$ cat src/rtl/cdf_pkg.sv
`timescale 1ns / 1ps
// ----------------------------------------------------------------------------
// Frame deframer package
// Sequencer states, register indexes, frame layout constants and the
// byte-wide CRC-16/MODBUS update.
// ----------------------------------------------------------------------------
package cdf_pkg;

  typedef enum logic [3:0] {
    ST_IDLE,
    ST_CHECK,
    ST_HDR0,
    ST_HDR1,
    ST_LEN0,
    ST_LEN1,
    ST_CRC,
    ST_CRCLO,
    ST_CRCHI,
    ST_CMD0,
    ST_CMD1,
    ST_GATHER,
    ST_EMIT
  } state_e;

  typedef enum logic [2:0] {
    REG_HEADER_FIRST  = 3'd0,
    REG_HEADER_SECOND = 3'd1,
    REG_PAYLOAD_LIMIT = 3'd2,
    REG_ENTER_CODE    = 3'd3,
    REG_FIRMWARE_CODE = 3'd4
  } reg_idx_e;

  localparam int CFG_IDX_W  = 3;
  localparam int CFG_DATA_W = 16;

  localparam logic [1:0] KIND_ENTER    = 2'd0;
  localparam logic [1:0] KIND_FIRMWARE = 2'd1;
  localparam logic [1:0] KIND_UNKNOWN  = 2'd2;

  localparam logic [7:0]  HEADER_FIRST_RST  = 8'h5A;
  localparam logic [7:0]  HEADER_SECOND_RST = 8'hA5;
  localparam logic [8:0]  PAYLOAD_LIMIT_RST = 9'd256;
  localparam logic [15:0] ENTER_CODE_RST    = 16'h0002;
  localparam logic [15:0] FIRMWARE_CODE_RST = 16'h0001;

  // Byte offsets within a frame.
  localparam int FRAME_OVERHEAD = 12;
  localparam int CRC_BASE       = 10;
  localparam int OFF_CMD_HI     = 2;
  localparam int OFF_CMD_LO     = 3;
  localparam int OFF_LEN_HI     = 4;
  localparam int OFF_LEN_LO     = 5;
  localparam int OFF_PAYLOAD    = 6;

  localparam logic [15:0] CRC_INIT = 16'hFFFF;
  localparam logic [15:0] CRC_POLY = 16'hA001;

  // One byte through the reflected CRC-16/MODBUS register.
  function automatic logic [15:0] crc16_byte(input logic [15:0] crc,
                                             input logic [7:0]  b);
    logic [15:0] c;
    c = crc ^ {8'h00, b};
    for (int i = 0; i < 8; i++) begin
      c = c[0] ? ((c >> 1) ^ CRC_POLY) : (c >> 1);
    end
    return c;
  endfunction

endpackage

$ cat src/rtl/cdf_ifs.sv
`timescale 1ns / 1ps
// ----------------------------------------------------------------------------
// Frame deframer channel interfaces
// Received byte channel, chunk result channel and register write channel.
// ----------------------------------------------------------------------------
interface cdf_rx_if;
  logic       valid;
  logic       ready;
  logic [7:0] rx_byte;
  modport source (output valid, output rx_byte, input ready);
  modport sink (input valid, input rx_byte, output ready);
endinterface

interface cdf_res_if;
  logic        valid;
  logic        ready;
  logic [1:0]  frame_kind;
  logic [7:0]  cmd_high;
  logic [7:0]  cmd_low;
  logic [8:0]  frame_payload_len;
  logic [63:0] chunk_data;
  logic [3:0]  chunk_bytes;
  logic        last;
  modport source (output valid, output frame_kind, output cmd_high, output cmd_low,
                  output frame_payload_len, output chunk_data, output chunk_bytes,
                  output last, input ready);
  modport sink (input valid, input frame_kind, input cmd_high, input cmd_low,
                input frame_payload_len, input chunk_data, input chunk_bytes,
                input last, output ready);
endinterface

interface cdf_cfg_if;
  logic                            valid;
  logic                            ready;
  logic [cdf_pkg::CFG_IDX_W-1:0]   index;
  logic [cdf_pkg::CFG_DATA_W-1:0]  data;
  modport source (output valid, output index, output data, input ready);
  modport sink (input valid, input index, input data, output ready);
endinterface

$ cat src/rtl/crc_checked_frame_deframer.sv
`timescale 1ns / 1ps
// ----------------------------------------------------------------------------
// CRC checked frame deframer
// Buffers received bytes, finds headed frames, checks their CRC-16/MODBUS
// and delivers each good frame as a run of payload chunks.
// ----------------------------------------------------------------------------
// Usage:
// Bytes arrive on rx_i, one per transfer. Each byte is written to a circular
// store and then a sequencer scans the store from its oldest byte, using one
// memory read port. rx_i.ready is high only while the sequencer is idle.
// Every byte is accepted and then the fill level is checked. With two or
// more bytes buffered the header test then runs, and each byte dropped on
// a bad header returns to the fill check before the test repeats. Once six
// bytes are buffered the length test then runs. A byte that completes a
// frame then starts the CRC pass (one byte per cycle, then the two CRC
// bytes), the command bytes are read and the chunks are gathered and
// loaded, one payload byte per cycle, when the receiver does not stall.
// A failed length or CRC check drops two bytes and restarts the scan.
// Chunks leave through a single output register on res_o; when the receiver
// stalls, the sequencer waits before the next chunk is loaded.
// Registers are written on cfg_i (always ready); the user must write them
// only while the block is idle, as the block itself does not enforce this.
// Reset empties the store and loads the register defaults; store contents
// are never used before they are written.
// ----------------------------------------------------------------------------
module crc_checked_frame_deframer #(
  parameter int MAX_PAYLOAD = 256,
  parameter int CHUNK_BYTES = 8
) (
  input  logic       clk_i,
  input  logic       rst_ni,
  cdf_rx_if.sink     rx_i,
  cdf_res_if.source  res_o,
  cdf_cfg_if.sink    cfg_i
);

  localparam int DEPTH = MAX_PAYLOAD + cdf_pkg::FRAME_OVERHEAD;
  localparam int PTR_W = $clog2(DEPTH);
  localparam int CNT_W = $clog2(DEPTH + 1);
  localparam int PL_W  = $clog2(MAX_PAYLOAD + 1);
  localparam int KW    = $clog2(CHUNK_BYTES + 1);

  cdf_pkg::state_e state_q, state_d;

  logic [PTR_W-1:0] head_q;
  logic [CNT_W-1:0] count_q;
  logic [7:0]       rd_data_q;
  logic [7:0]       store_mem [DEPTH];

  logic [7:0]  header_first_q, header_second_q;
  logic [8:0]  payload_limit_q;
  logic [15:0] enter_code_q, firmware_code_q;

  logic             b0ok_q;
  logic [7:0]       len_hi_q;
  logic [PL_W-1:0]  plen_q;
  logic [PTR_W-1:0] idx_q;
  logic [15:0]      crc_q;
  logic [7:0]       crc_lo_q;
  logic [7:0]       cmd_hi_q, cmd_lo_q;
  logic [1:0]       kind_q;
  logic [PL_W-1:0]  pos_q;
  logic [KW-1:0]    k_q;
  logic [63:0]      data_q;
  logic             last_q;

  logic        res_valid_q;
  logic [1:0]  res_kind_q;
  logic [7:0]  res_cmd_hi_q, res_cmd_lo_q;
  logic [8:0]  res_len_q;
  logic [63:0] res_data_q;
  logic [3:0]  res_bytes_q;
  logic        res_last_q;

  // Shared control and datapath terms.
  logic             rx_fire;
  logic [PTR_W-1:0] rd_off;
  logic             drop_en;
  logic [CNT_W-1:0] drop_n;
  logic [PTR_W:0]   rsum, wsum;
  logic [PTR_W-1:0] rd_ptr, wr_ptr;
  logic [CNT_W:0]   hsum;
  logic [15:0]      lim16, len_full;
  logic             hdr_bad, len_bad, frame_short, crc_last, crc_bad;
  logic [CNT_W-1:0] flen_now, flen_q;
  logic [PTR_W-1:0] crc_at;
  logic [15:0]      crc_next;
  logic [PL_W-1:0]  pos_inc;
  logic             gather_end, out_free;
  logic [2:0]       lane;
  logic [15:0]      code;

  assign rx_fire  = rx_i.valid && rx_i.ready;
  assign out_free = !res_valid_q || res_o.ready;

  assign lim16 = (32'(payload_limit_q) > MAX_PAYLOAD) ? 16'(MAX_PAYLOAD)
                                                      : 16'(payload_limit_q);
  assign len_full    = {len_hi_q, rd_data_q};
  assign hdr_bad     = !(b0ok_q && (rd_data_q == header_second_q));
  assign len_bad     = len_full > lim16;
  assign flen_now    = CNT_W'(len_full) + CNT_W'(cdf_pkg::FRAME_OVERHEAD);
  assign frame_short = count_q < flen_now;
  assign flen_q      = CNT_W'(plen_q) + CNT_W'(cdf_pkg::FRAME_OVERHEAD);
  assign crc_at      = PTR_W'(plen_q) + PTR_W'(cdf_pkg::CRC_BASE);
  assign crc_last    = idx_q == (crc_at - PTR_W'(1));
  assign crc_next    = cdf_pkg::crc16_byte(crc_q, rd_data_q);
  assign crc_bad     = {rd_data_q, crc_lo_q} != crc_q;
  assign pos_inc     = pos_q + PL_W'(1);
  assign gather_end  = (k_q == KW'(CHUNK_BYTES - 1)) || (pos_inc == plen_q);
  assign lane        = 3'(k_q);
  assign code        = {cmd_hi_q, rd_data_q};

  // Logical offsets map onto the circular store.
  assign rsum   = (PTR_W+1)'(head_q) + (PTR_W+1)'(rd_off);
  assign rd_ptr = (32'(rsum) >= DEPTH) ? PTR_W'(32'(rsum) - DEPTH) : PTR_W'(rsum);
  assign wsum   = (PTR_W+1)'(head_q) + (PTR_W+1)'(PTR_W'(count_q));
  assign wr_ptr = (32'(wsum) >= DEPTH) ? PTR_W'(32'(wsum) - DEPTH) : PTR_W'(wsum);
  assign hsum   = (CNT_W+1)'(head_q) + (CNT_W+1)'(drop_n);

  // Next state.
  always_comb begin
    state_d = state_q;
    case (state_q)
      cdf_pkg::ST_IDLE:   if (rx_fire) state_d = cdf_pkg::ST_CHECK;
      cdf_pkg::ST_CHECK:  state_d = (count_q < CNT_W'(2)) ? cdf_pkg::ST_IDLE
                                                          : cdf_pkg::ST_HDR0;
      cdf_pkg::ST_HDR0:   state_d = cdf_pkg::ST_HDR1;
      cdf_pkg::ST_HDR1: begin
        if (hdr_bad) state_d = cdf_pkg::ST_CHECK;
        else if (count_q < CNT_W'(6)) state_d = cdf_pkg::ST_IDLE;
        else state_d = cdf_pkg::ST_LEN0;
      end
      cdf_pkg::ST_LEN0:   state_d = cdf_pkg::ST_LEN1;
      cdf_pkg::ST_LEN1: begin
        if (len_bad) state_d = cdf_pkg::ST_CHECK;
        else if (frame_short) state_d = cdf_pkg::ST_IDLE;
        else state_d = cdf_pkg::ST_CRC;
      end
      cdf_pkg::ST_CRC:    if (crc_last) state_d = cdf_pkg::ST_CRCLO;
      cdf_pkg::ST_CRCLO:  state_d = cdf_pkg::ST_CRCHI;
      cdf_pkg::ST_CRCHI:  state_d = crc_bad ? cdf_pkg::ST_CHECK : cdf_pkg::ST_CMD0;
      cdf_pkg::ST_CMD0:   state_d = cdf_pkg::ST_CMD1;
      cdf_pkg::ST_CMD1:   state_d = (plen_q == '0) ? cdf_pkg::ST_EMIT
                                                   : cdf_pkg::ST_GATHER;
      cdf_pkg::ST_GATHER: if (gather_end) state_d = cdf_pkg::ST_EMIT;
      cdf_pkg::ST_EMIT: begin
        if (out_free) state_d = last_q ? cdf_pkg::ST_CHECK : cdf_pkg::ST_GATHER;
      end
      default:            state_d = cdf_pkg::ST_IDLE;
    endcase
  end

  // Read address, drops and input ready.
  always_comb begin
    rd_off     = '0;
    drop_en    = 1'b0;
    drop_n     = '0;
    rx_i.ready = 1'b0;
    case (state_q)
      cdf_pkg::ST_IDLE:  rx_i.ready = 1'b1;
      cdf_pkg::ST_CHECK: rd_off = '0;
      cdf_pkg::ST_HDR0:  rd_off = PTR_W'(1);
      cdf_pkg::ST_HDR1: begin
        if (hdr_bad) begin
          drop_en = 1'b1;
          drop_n  = CNT_W'(1);
        end else begin
          rd_off = PTR_W'(cdf_pkg::OFF_LEN_HI);
        end
      end
      cdf_pkg::ST_LEN0:  rd_off = PTR_W'(cdf_pkg::OFF_LEN_LO);
      cdf_pkg::ST_LEN1: begin
        if (len_bad) begin
          drop_en = 1'b1;
          drop_n  = CNT_W'(2);
        end
      end
      cdf_pkg::ST_CRC:   rd_off = crc_last ? crc_at : (idx_q + PTR_W'(1));
      cdf_pkg::ST_CRCLO: rd_off = crc_at + PTR_W'(1);
      cdf_pkg::ST_CRCHI: begin
        if (crc_bad) begin
          drop_en = 1'b1;
          drop_n  = CNT_W'(2);
        end else begin
          rd_off = PTR_W'(cdf_pkg::OFF_CMD_HI);
        end
      end
      cdf_pkg::ST_CMD0:   rd_off = PTR_W'(cdf_pkg::OFF_CMD_LO);
      cdf_pkg::ST_CMD1:   rd_off = PTR_W'(cdf_pkg::OFF_PAYLOAD);
      cdf_pkg::ST_GATHER: rd_off = PTR_W'(pos_inc) + PTR_W'(cdf_pkg::OFF_PAYLOAD);
      cdf_pkg::ST_EMIT: begin
        rd_off = PTR_W'(pos_q) + PTR_W'(cdf_pkg::OFF_PAYLOAD);
        if (out_free && last_q) begin
          drop_en = 1'b1;
          drop_n  = flen_q;
        end
      end
      default: rd_off = '0;
    endcase
  end

  // Frame store.
  always_ff @(posedge clk_i) begin
    if (rx_fire && (32'(count_q) < DEPTH)) begin
      store_mem[wr_ptr] <= rx_i.rx_byte;
    end
  end

  always_ff @(posedge clk_i) begin
    rd_data_q <= store_mem[rd_ptr];
  end

  // Control state.
  always_ff @(posedge clk_i or negedge rst_ni) begin
    if (!rst_ni) begin
      state_q     <= cdf_pkg::ST_IDLE;
      head_q      <= '0;
      count_q     <= '0;
      res_valid_q <= 1'b0;
    end else begin
      state_q <= state_d;
      if (rx_fire && (32'(count_q) < DEPTH)) begin
        count_q <= count_q + CNT_W'(1);
      end else if (drop_en) begin
        count_q <= count_q - drop_n;
        head_q  <= (32'(hsum) >= DEPTH) ? PTR_W'(32'(hsum) - DEPTH) : PTR_W'(hsum);
      end
      if (state_q == cdf_pkg::ST_EMIT && out_free) begin
        res_valid_q <= 1'b1;
      end else if (res_o.ready) begin
        res_valid_q <= 1'b0;
      end
    end
  end

  // Configuration registers.
  assign cfg_i.ready = 1'b1;

  always_ff @(posedge clk_i or negedge rst_ni) begin
    if (!rst_ni) begin
      header_first_q  <= cdf_pkg::HEADER_FIRST_RST;
      header_second_q <= cdf_pkg::HEADER_SECOND_RST;
      payload_limit_q <= cdf_pkg::PAYLOAD_LIMIT_RST;
      enter_code_q    <= cdf_pkg::ENTER_CODE_RST;
      firmware_code_q <= cdf_pkg::FIRMWARE_CODE_RST;
    end else if (cfg_i.valid) begin
      case (cdf_pkg::reg_idx_e'(cfg_i.index))
        cdf_pkg::REG_HEADER_FIRST:  header_first_q  <= cfg_i.data[7:0];
        cdf_pkg::REG_HEADER_SECOND: header_second_q <= cfg_i.data[7:0];
        cdf_pkg::REG_PAYLOAD_LIMIT: payload_limit_q <= cfg_i.data[8:0];
        cdf_pkg::REG_ENTER_CODE:    enter_code_q    <= cfg_i.data;
        cdf_pkg::REG_FIRMWARE_CODE: firmware_code_q <= cfg_i.data;
        default: ;
      endcase
    end
  end

  // Scan datapath and result payload.
  always_ff @(posedge clk_i) begin
    case (state_q)
      cdf_pkg::ST_HDR0: b0ok_q <= rd_data_q == header_first_q;
      cdf_pkg::ST_LEN0: len_hi_q <= rd_data_q;
      cdf_pkg::ST_LEN1: begin
        plen_q <= PL_W'(len_full);
        idx_q  <= '0;
        crc_q  <= cdf_pkg::CRC_INIT;
      end
      cdf_pkg::ST_CRC: begin
        crc_q <= crc_next;
        idx_q <= idx_q + PTR_W'(1);
      end
      cdf_pkg::ST_CRCLO: crc_lo_q <= rd_data_q;
      cdf_pkg::ST_CMD0:  cmd_hi_q <= rd_data_q;
      cdf_pkg::ST_CMD1: begin
        cmd_lo_q <= rd_data_q;
        if (code == enter_code_q) kind_q <= cdf_pkg::KIND_ENTER;
        else if (code == firmware_code_q) kind_q <= cdf_pkg::KIND_FIRMWARE;
        else kind_q <= cdf_pkg::KIND_UNKNOWN;
        pos_q  <= '0;
        k_q    <= '0;
        data_q <= '0;
        last_q <= plen_q == '0;
      end
      cdf_pkg::ST_GATHER: begin
        data_q[8*lane +: 8] <= rd_data_q;
        k_q    <= k_q + KW'(1);
        pos_q  <= pos_inc;
        last_q <= pos_inc == plen_q;
      end
      cdf_pkg::ST_EMIT: begin
        if (out_free) begin
          res_kind_q   <= kind_q;
          res_cmd_hi_q <= cmd_hi_q;
          res_cmd_lo_q <= cmd_lo_q;
          res_len_q    <= 9'(plen_q);
          res_data_q   <= data_q;
          res_bytes_q  <= 4'(k_q);
          res_last_q   <= last_q;
          data_q       <= '0;
          k_q          <= '0;
        end
      end
      default: ;
    endcase
  end

  assign res_o.valid             = res_valid_q;
  assign res_o.frame_kind        = res_kind_q;
  assign res_o.cmd_high          = res_cmd_hi_q;
  assign res_o.cmd_low           = res_cmd_lo_q;
  assign res_o.frame_payload_len = res_len_q;
  assign res_o.chunk_data        = res_data_q;
  assign res_o.chunk_bytes       = res_bytes_q;
  assign res_o.last              = res_last_q;

  // Assertions.
  a_count_bound: assert property (@(posedge clk_i) disable iff (!rst_ni)
    32'(count_q) <= DEPTH) else $error("store count beyond depth");

  a_head_bound: assert property (@(posedge clk_i) disable iff (!rst_ni)
    32'(head_q) < DEPTH) else $error("store head beyond depth");

  a_accept_scan: assert property (@(posedge clk_i) disable iff (!rst_ni)
    rx_fire |=> (state_q == cdf_pkg::ST_CHECK)) else $error("no scan after byte");

  a_gather_range: assert property (@(posedge clk_i) disable iff (!rst_ni)
    (state_q == cdf_pkg::ST_GATHER) |-> ((32'(k_q) < CHUNK_BYTES) && (pos_q < plen_q)))
    else $error("chunk gather out of range");

endmodule
$ cat src/flat_wrapper.sv
// flat-port wrapper written by rule: the top's interface ports become plain ports
module crc_checked_frame_deframer_flat 
#(
  parameter int MAX_PAYLOAD = 256,
  parameter int CHUNK_BYTES = 8
)
  (clk_i, rst_ni, rx_i_valid, rx_i_rx_byte, rx_i_ready, res_o_valid, res_o_frame_kind, res_o_cmd_high, res_o_cmd_low, res_o_frame_payload_len, res_o_chunk_data, res_o_chunk_bytes, res_o_last, res_o_ready, cfg_i_valid, cfg_i_index, cfg_i_data, cfg_i_ready);
  cdf_rx_if rx_i_i ();
  cdf_res_if res_o_i ();
  cdf_cfg_if cfg_i_i ();
  input  logic clk_i;
  input  logic rst_ni;
  input wire logic [$bits(rx_i_i.valid)-1:0] rx_i_valid;
  input wire logic [$bits(rx_i_i.rx_byte)-1:0] rx_i_rx_byte;
  output wire logic [$bits(rx_i_i.ready)-1:0] rx_i_ready;
  output wire logic [$bits(res_o_i.valid)-1:0] res_o_valid;
  output wire logic [$bits(res_o_i.frame_kind)-1:0] res_o_frame_kind;
  output wire logic [$bits(res_o_i.cmd_high)-1:0] res_o_cmd_high;
  output wire logic [$bits(res_o_i.cmd_low)-1:0] res_o_cmd_low;
  output wire logic [$bits(res_o_i.frame_payload_len)-1:0] res_o_frame_payload_len;
  output wire logic [$bits(res_o_i.chunk_data)-1:0] res_o_chunk_data;
  output wire logic [$bits(res_o_i.chunk_bytes)-1:0] res_o_chunk_bytes;
  output wire logic [$bits(res_o_i.last)-1:0] res_o_last;
  input wire logic [$bits(res_o_i.ready)-1:0] res_o_ready;
  input wire logic [$bits(cfg_i_i.valid)-1:0] cfg_i_valid;
  input wire logic [$bits(cfg_i_i.index)-1:0] cfg_i_index;
  input wire logic [$bits(cfg_i_i.data)-1:0] cfg_i_data;
  output wire logic [$bits(cfg_i_i.ready)-1:0] cfg_i_ready;
  assign rx_i_i.valid = rx_i_valid;
  assign rx_i_i.rx_byte = rx_i_rx_byte;
  assign rx_i_ready = rx_i_i.ready;
  assign res_o_valid = res_o_i.valid;
  assign res_o_frame_kind = res_o_i.frame_kind;
  assign res_o_cmd_high = res_o_i.cmd_high;
  assign res_o_cmd_low = res_o_i.cmd_low;
  assign res_o_frame_payload_len = res_o_i.frame_payload_len;
  assign res_o_chunk_data = res_o_i.chunk_data;
  assign res_o_chunk_bytes = res_o_i.chunk_bytes;
  assign res_o_last = res_o_i.last;
  assign res_o_i.ready = res_o_ready;
  assign cfg_i_i.valid = cfg_i_valid;
  assign cfg_i_i.index = cfg_i_index;
  assign cfg_i_i.data = cfg_i_data;
  assign cfg_i_ready = cfg_i_i.ready;
  crc_checked_frame_deframer #(.MAX_PAYLOAD(MAX_PAYLOAD), .CHUNK_BYTES(CHUNK_BYTES)) u_core (.clk_i(clk_i), .rst_ni(rst_ni), .rx_i(rx_i_i), .res_o(res_o_i), .cfg_i(cfg_i_i));
endmodule
$ cat config.mk
export PLATFORM = sky130hd
export DESIGN_NAME = crc_checked_frame_deframer_flat
export DESIGN_NICKNAME = d
export VERILOG_FILES = /design/src/rtl/cdf_pkg.sv /design/src/rtl/cdf_ifs.sv /design/src/rtl/crc_checked_frame_deframer.sv /design/src/flat_wrapper.sv
export SDC_FILE = /design/constraint.sdc
export NUM_CORES = 2
export LEC_CHECK = 0
export BUFFER_PORTS_ARGS = -buffer_cell sky130_fd_sc_hd__clkbuf_2
export CORE_MARGIN = 2
export CORE_UTILIZATION = 45
export DETAILED_ROUTE_END_ITERATION = 12
export PLACE_DENSITY = 0.63
export SETUP_SLACK_MARGIN = 0.02
export SLEW_MARGIN = 0
export SYNTH_ARGS = -nofsm -noshare
export SYNTH_HDL_FRONTEND = slang
export SYNTH_SLANG_ARGS = --single-unit
$ cat constraint.sdc
create_clock -name clk_i -period 11.6 [get_ports clk_i]
set_input_delay 0.58 -clock clk_i [delete_from_list [all_inputs] [get_ports clk_i]]
set_output_delay 0.58 -clock clk_i [all_outputs]
set_load 0.02 [all_outputs]
==> qor.txt <==
critical path data required time: 12.38 ns
Area growth syn-to-layout: 12.5%
initial antenna violation count: 9
vias per cell: 5.95
maximum level of the CTS H-tree: 4
crit share post-route: 78.8%
CP Launch Type: flop
Worst Clk Skew: 0.0574 ns
Max Slew Vio Count: 0
Rel. slew slack: 14.5%
RSZ-0062 raised after global routing: false
quantity of gates resized following cts: 0
commonest non-fill, non-tap cell in the layout: edfxtp_1
nets: 5846
Crit path depth: 27
commonest non-fill, non-tap cells in the layout: 2387 x edfxtp_1, 536 x mux4_2, 515 x nand2_1
Critical path origin: u_core.plen_q[3]
Synthesized Nets: 5649
fraction of layout cells with a size suffix above 1: 21.5%
status: finished, final reports clean
Main synth FF type: edfxtp_1
Fin. Hold Viols: 0
Crit. End Element: flop
synthesized cell area: 100000 µm²
CTS root buf: clkbuf_16
CTS tree: built
clock sink count: 2475
Fillers: 17800
CP max stage delay: 0.78 ns
Async S/R FF share, synth: 3.23%
setup tns final: 0 ns
cells taking the most area after synthesis: edfxtp_1 71%, mux4_2 12%, nand2_1 2.0%
DRT antenna net count: 0
DR vias: 53100
max-cap violations: 0
WP data arrival: 9.92 ns
worst-skew pair later-pin latency: 0.90 ns
R2R depth: 27
DRC Markers: 0
Detailed Routing Iterations Pass 1: 6
post-synthesis register bit count: 2475
Setup crit end: u_core.rd_data_q[5]
largest net degree at the start of global routing: 177
critical path class: reg -> reg
Netlist cell types: 82
Worst-path clk slew: 0.07 ns
Hold Crit Class: in -> reg
Worst Tran Pin Value: 1.28 ns
drt total wl: 254000 µm
critical path's slowest cell: nor3_1
Die Y: 477 µm
Die Area: 227000 µm²
buffers added on ports: 129
EDFF count, synth: 2387
vias in the first global route: 52400
Fmax: 0.109 GHz
RD Place Congestion: 0.880
initial DRC count: 6647
first-pass GRT wire length: 371000 µm
Gate Count Post-Synth: 5542
# IOs: 131
worst-path maximum fanout: 118
average routed wire per standard cell: 28.5 µm
R2R Setup Slk: 2.46 ns
Finish-stage setup viols: 0
register area share after synthesis: 73.5%
top-area cell type share of the netlist area: 71.3%
FP Rows: 173
delay-heaviest family, CP: simple AND/OR/NAND/NOR gates
Reg-to-Reg Start: u_core.plen_q[3]
total CTS buffers: 238
Congestion Overflow GR: 0
Crit path buffers/inverters: 3
FF-to-FF End: u_core.rd_data_q[5]
hpwl dp: 153000 µm
Bufs on Longest Clock Path: 3
global-route usage over all layers: 22.2%
floorplan core area: 222000 µm²
Min Clock Period, post-route: 9.14 ns
cell mode on critical path: ha_1
syn avg cell area: 18.1 µm²
Starting Density: 45.2%
Die Wd: 477 µm
yosys warns: 0
Synth area leader: edfxtp_1
[sequential cells by signal, indices dropped and copies added, names as in the netlist, 9 cells and up]
register and cells:
u_core.res_o.frame_payload_len 9, u_core.enter_code_q 16, u_core.res_o.chunk_data 64, u_core.crc_q 16
u_core.store_mem 2144, u_core.plen_q 9, u_core.head_q 9, u_core.data_q 64
u_core.idx_q 9, u_core.pos_q 9, u_core.payload_limit_q 9, u_core.firmware_code_q 16
u_core.count_q 9
[cell usage after synthesis, types with 29 or more instances]
master,number
buf_2,29
ha_1,71
nand3_1,167
dfrtp_1,69
nor2_1,358
xnor2_1,142
and3_1,29
mux2i_1,96
inv_1,42
a32oi_1,34
edfxtp_1,2387
a21oi_1,145
mux4_2,536
clkbuf_1,235
xor2_1,56
nand4_1,36
nor3_1,77
nand2_1,531
o21ai_0,51
a31oi_1,33
mux2_2,68
[layout make-up]
type / instances / area, µm² / share of cell area (%)
Clock inverter: 157 / 1800 / 1.59
Sequential cell: 2475 / 73900 / 65.3
Antenna cell: 2 / 5.00 / 0.00443
Inverter: 43 / 161 / 0.143
Clock buffer: 291 / 6230 / 5.52
Tap cell: 2975 / 3720 / 3.29
Multi-Input combinational cell: 2718 / 25400 / 22.4
Timing Repair Buffer: 263 / 1880 / 1.67
[repair_timing]
item,in CTS,in global routing
hold buffers,10,0
setup buffers,0,0
hold endpoints to repair,30,0
[kinds of logic (layout without fill, tap and decap cells)]
| group | after synthesis | in the layout | share of synthesized area (%) |
|---|---|---|---|
| flip-flops | 2475 | 2475 | 73.5 |
| AND/OR/NAND/NOR | 1305 | 1305 | 5.72 |
| XOR/XNOR | 199 | 199 | 1.74 |
| other | 1 | 3 | 0.00373 |
| multiplexers | 700 | 700 | 13.7 |
| adder cells (fa/ha/maj) | 75 | 75 | 0.964 |
| AO/OA/AOI/OAI | 438 | 438 | 2.93 |
| buffers and inverters | 349 | 754 | 1.41 |
[worst min-delay path by stage]
| stage | endpoint | depth (start not counted) | start |
|---|---|---|---|
| finish | u_core.header_first_q[5] | 2 | cfg_i_data[5] |
| global route | u_core.header_first_q[5] | 2 | cfg_i_data[5] |
| CTS | u_core.header_first_q[5] | 2 | cfg_i_data[5] |
| detailed placement | u_core.res_o.cmd_low[5] | 0 | u_core.cmd_lo_q[5] |
| global placement | u_core.res_o.cmd_low[3] | 0 | u_core.cmd_lo_q[3] |
| floorplan | u_core.count_q[0] | 0 | rst_ni |
[metrics by stage]
stage	instances	utilization [%]	instance area, µm²	hold slack (ns)	setup slack, ns
6_report	8924	50.9	113000	0.0756	2.46
5_1_grt	8922	50.9	113000	0.0395	1.87
4_1_cts	8922	50.9	113000	0.0139	2.76
3_5_place_dp	8464	47.2	105000	0.405	2.74
3_3_place_gp	8464	47.2	105000	0.408	2.87
2_1_floorplan	5542	-	100000	0.284	4.64
[per-layer routing]
metal	GRT usage (%)	vias up	share of wire (%)
li1	-	22500	-
met1	31.3	27700	41
met2	35.1	2431	48
met3	4.14	406	8.3
met4	7.25	0	3.1
met5	0	-	0
Power is left out: the tool's default activity adds up to more than one toggle a clock period on the data nets, which glitch-free logic cannot reach.
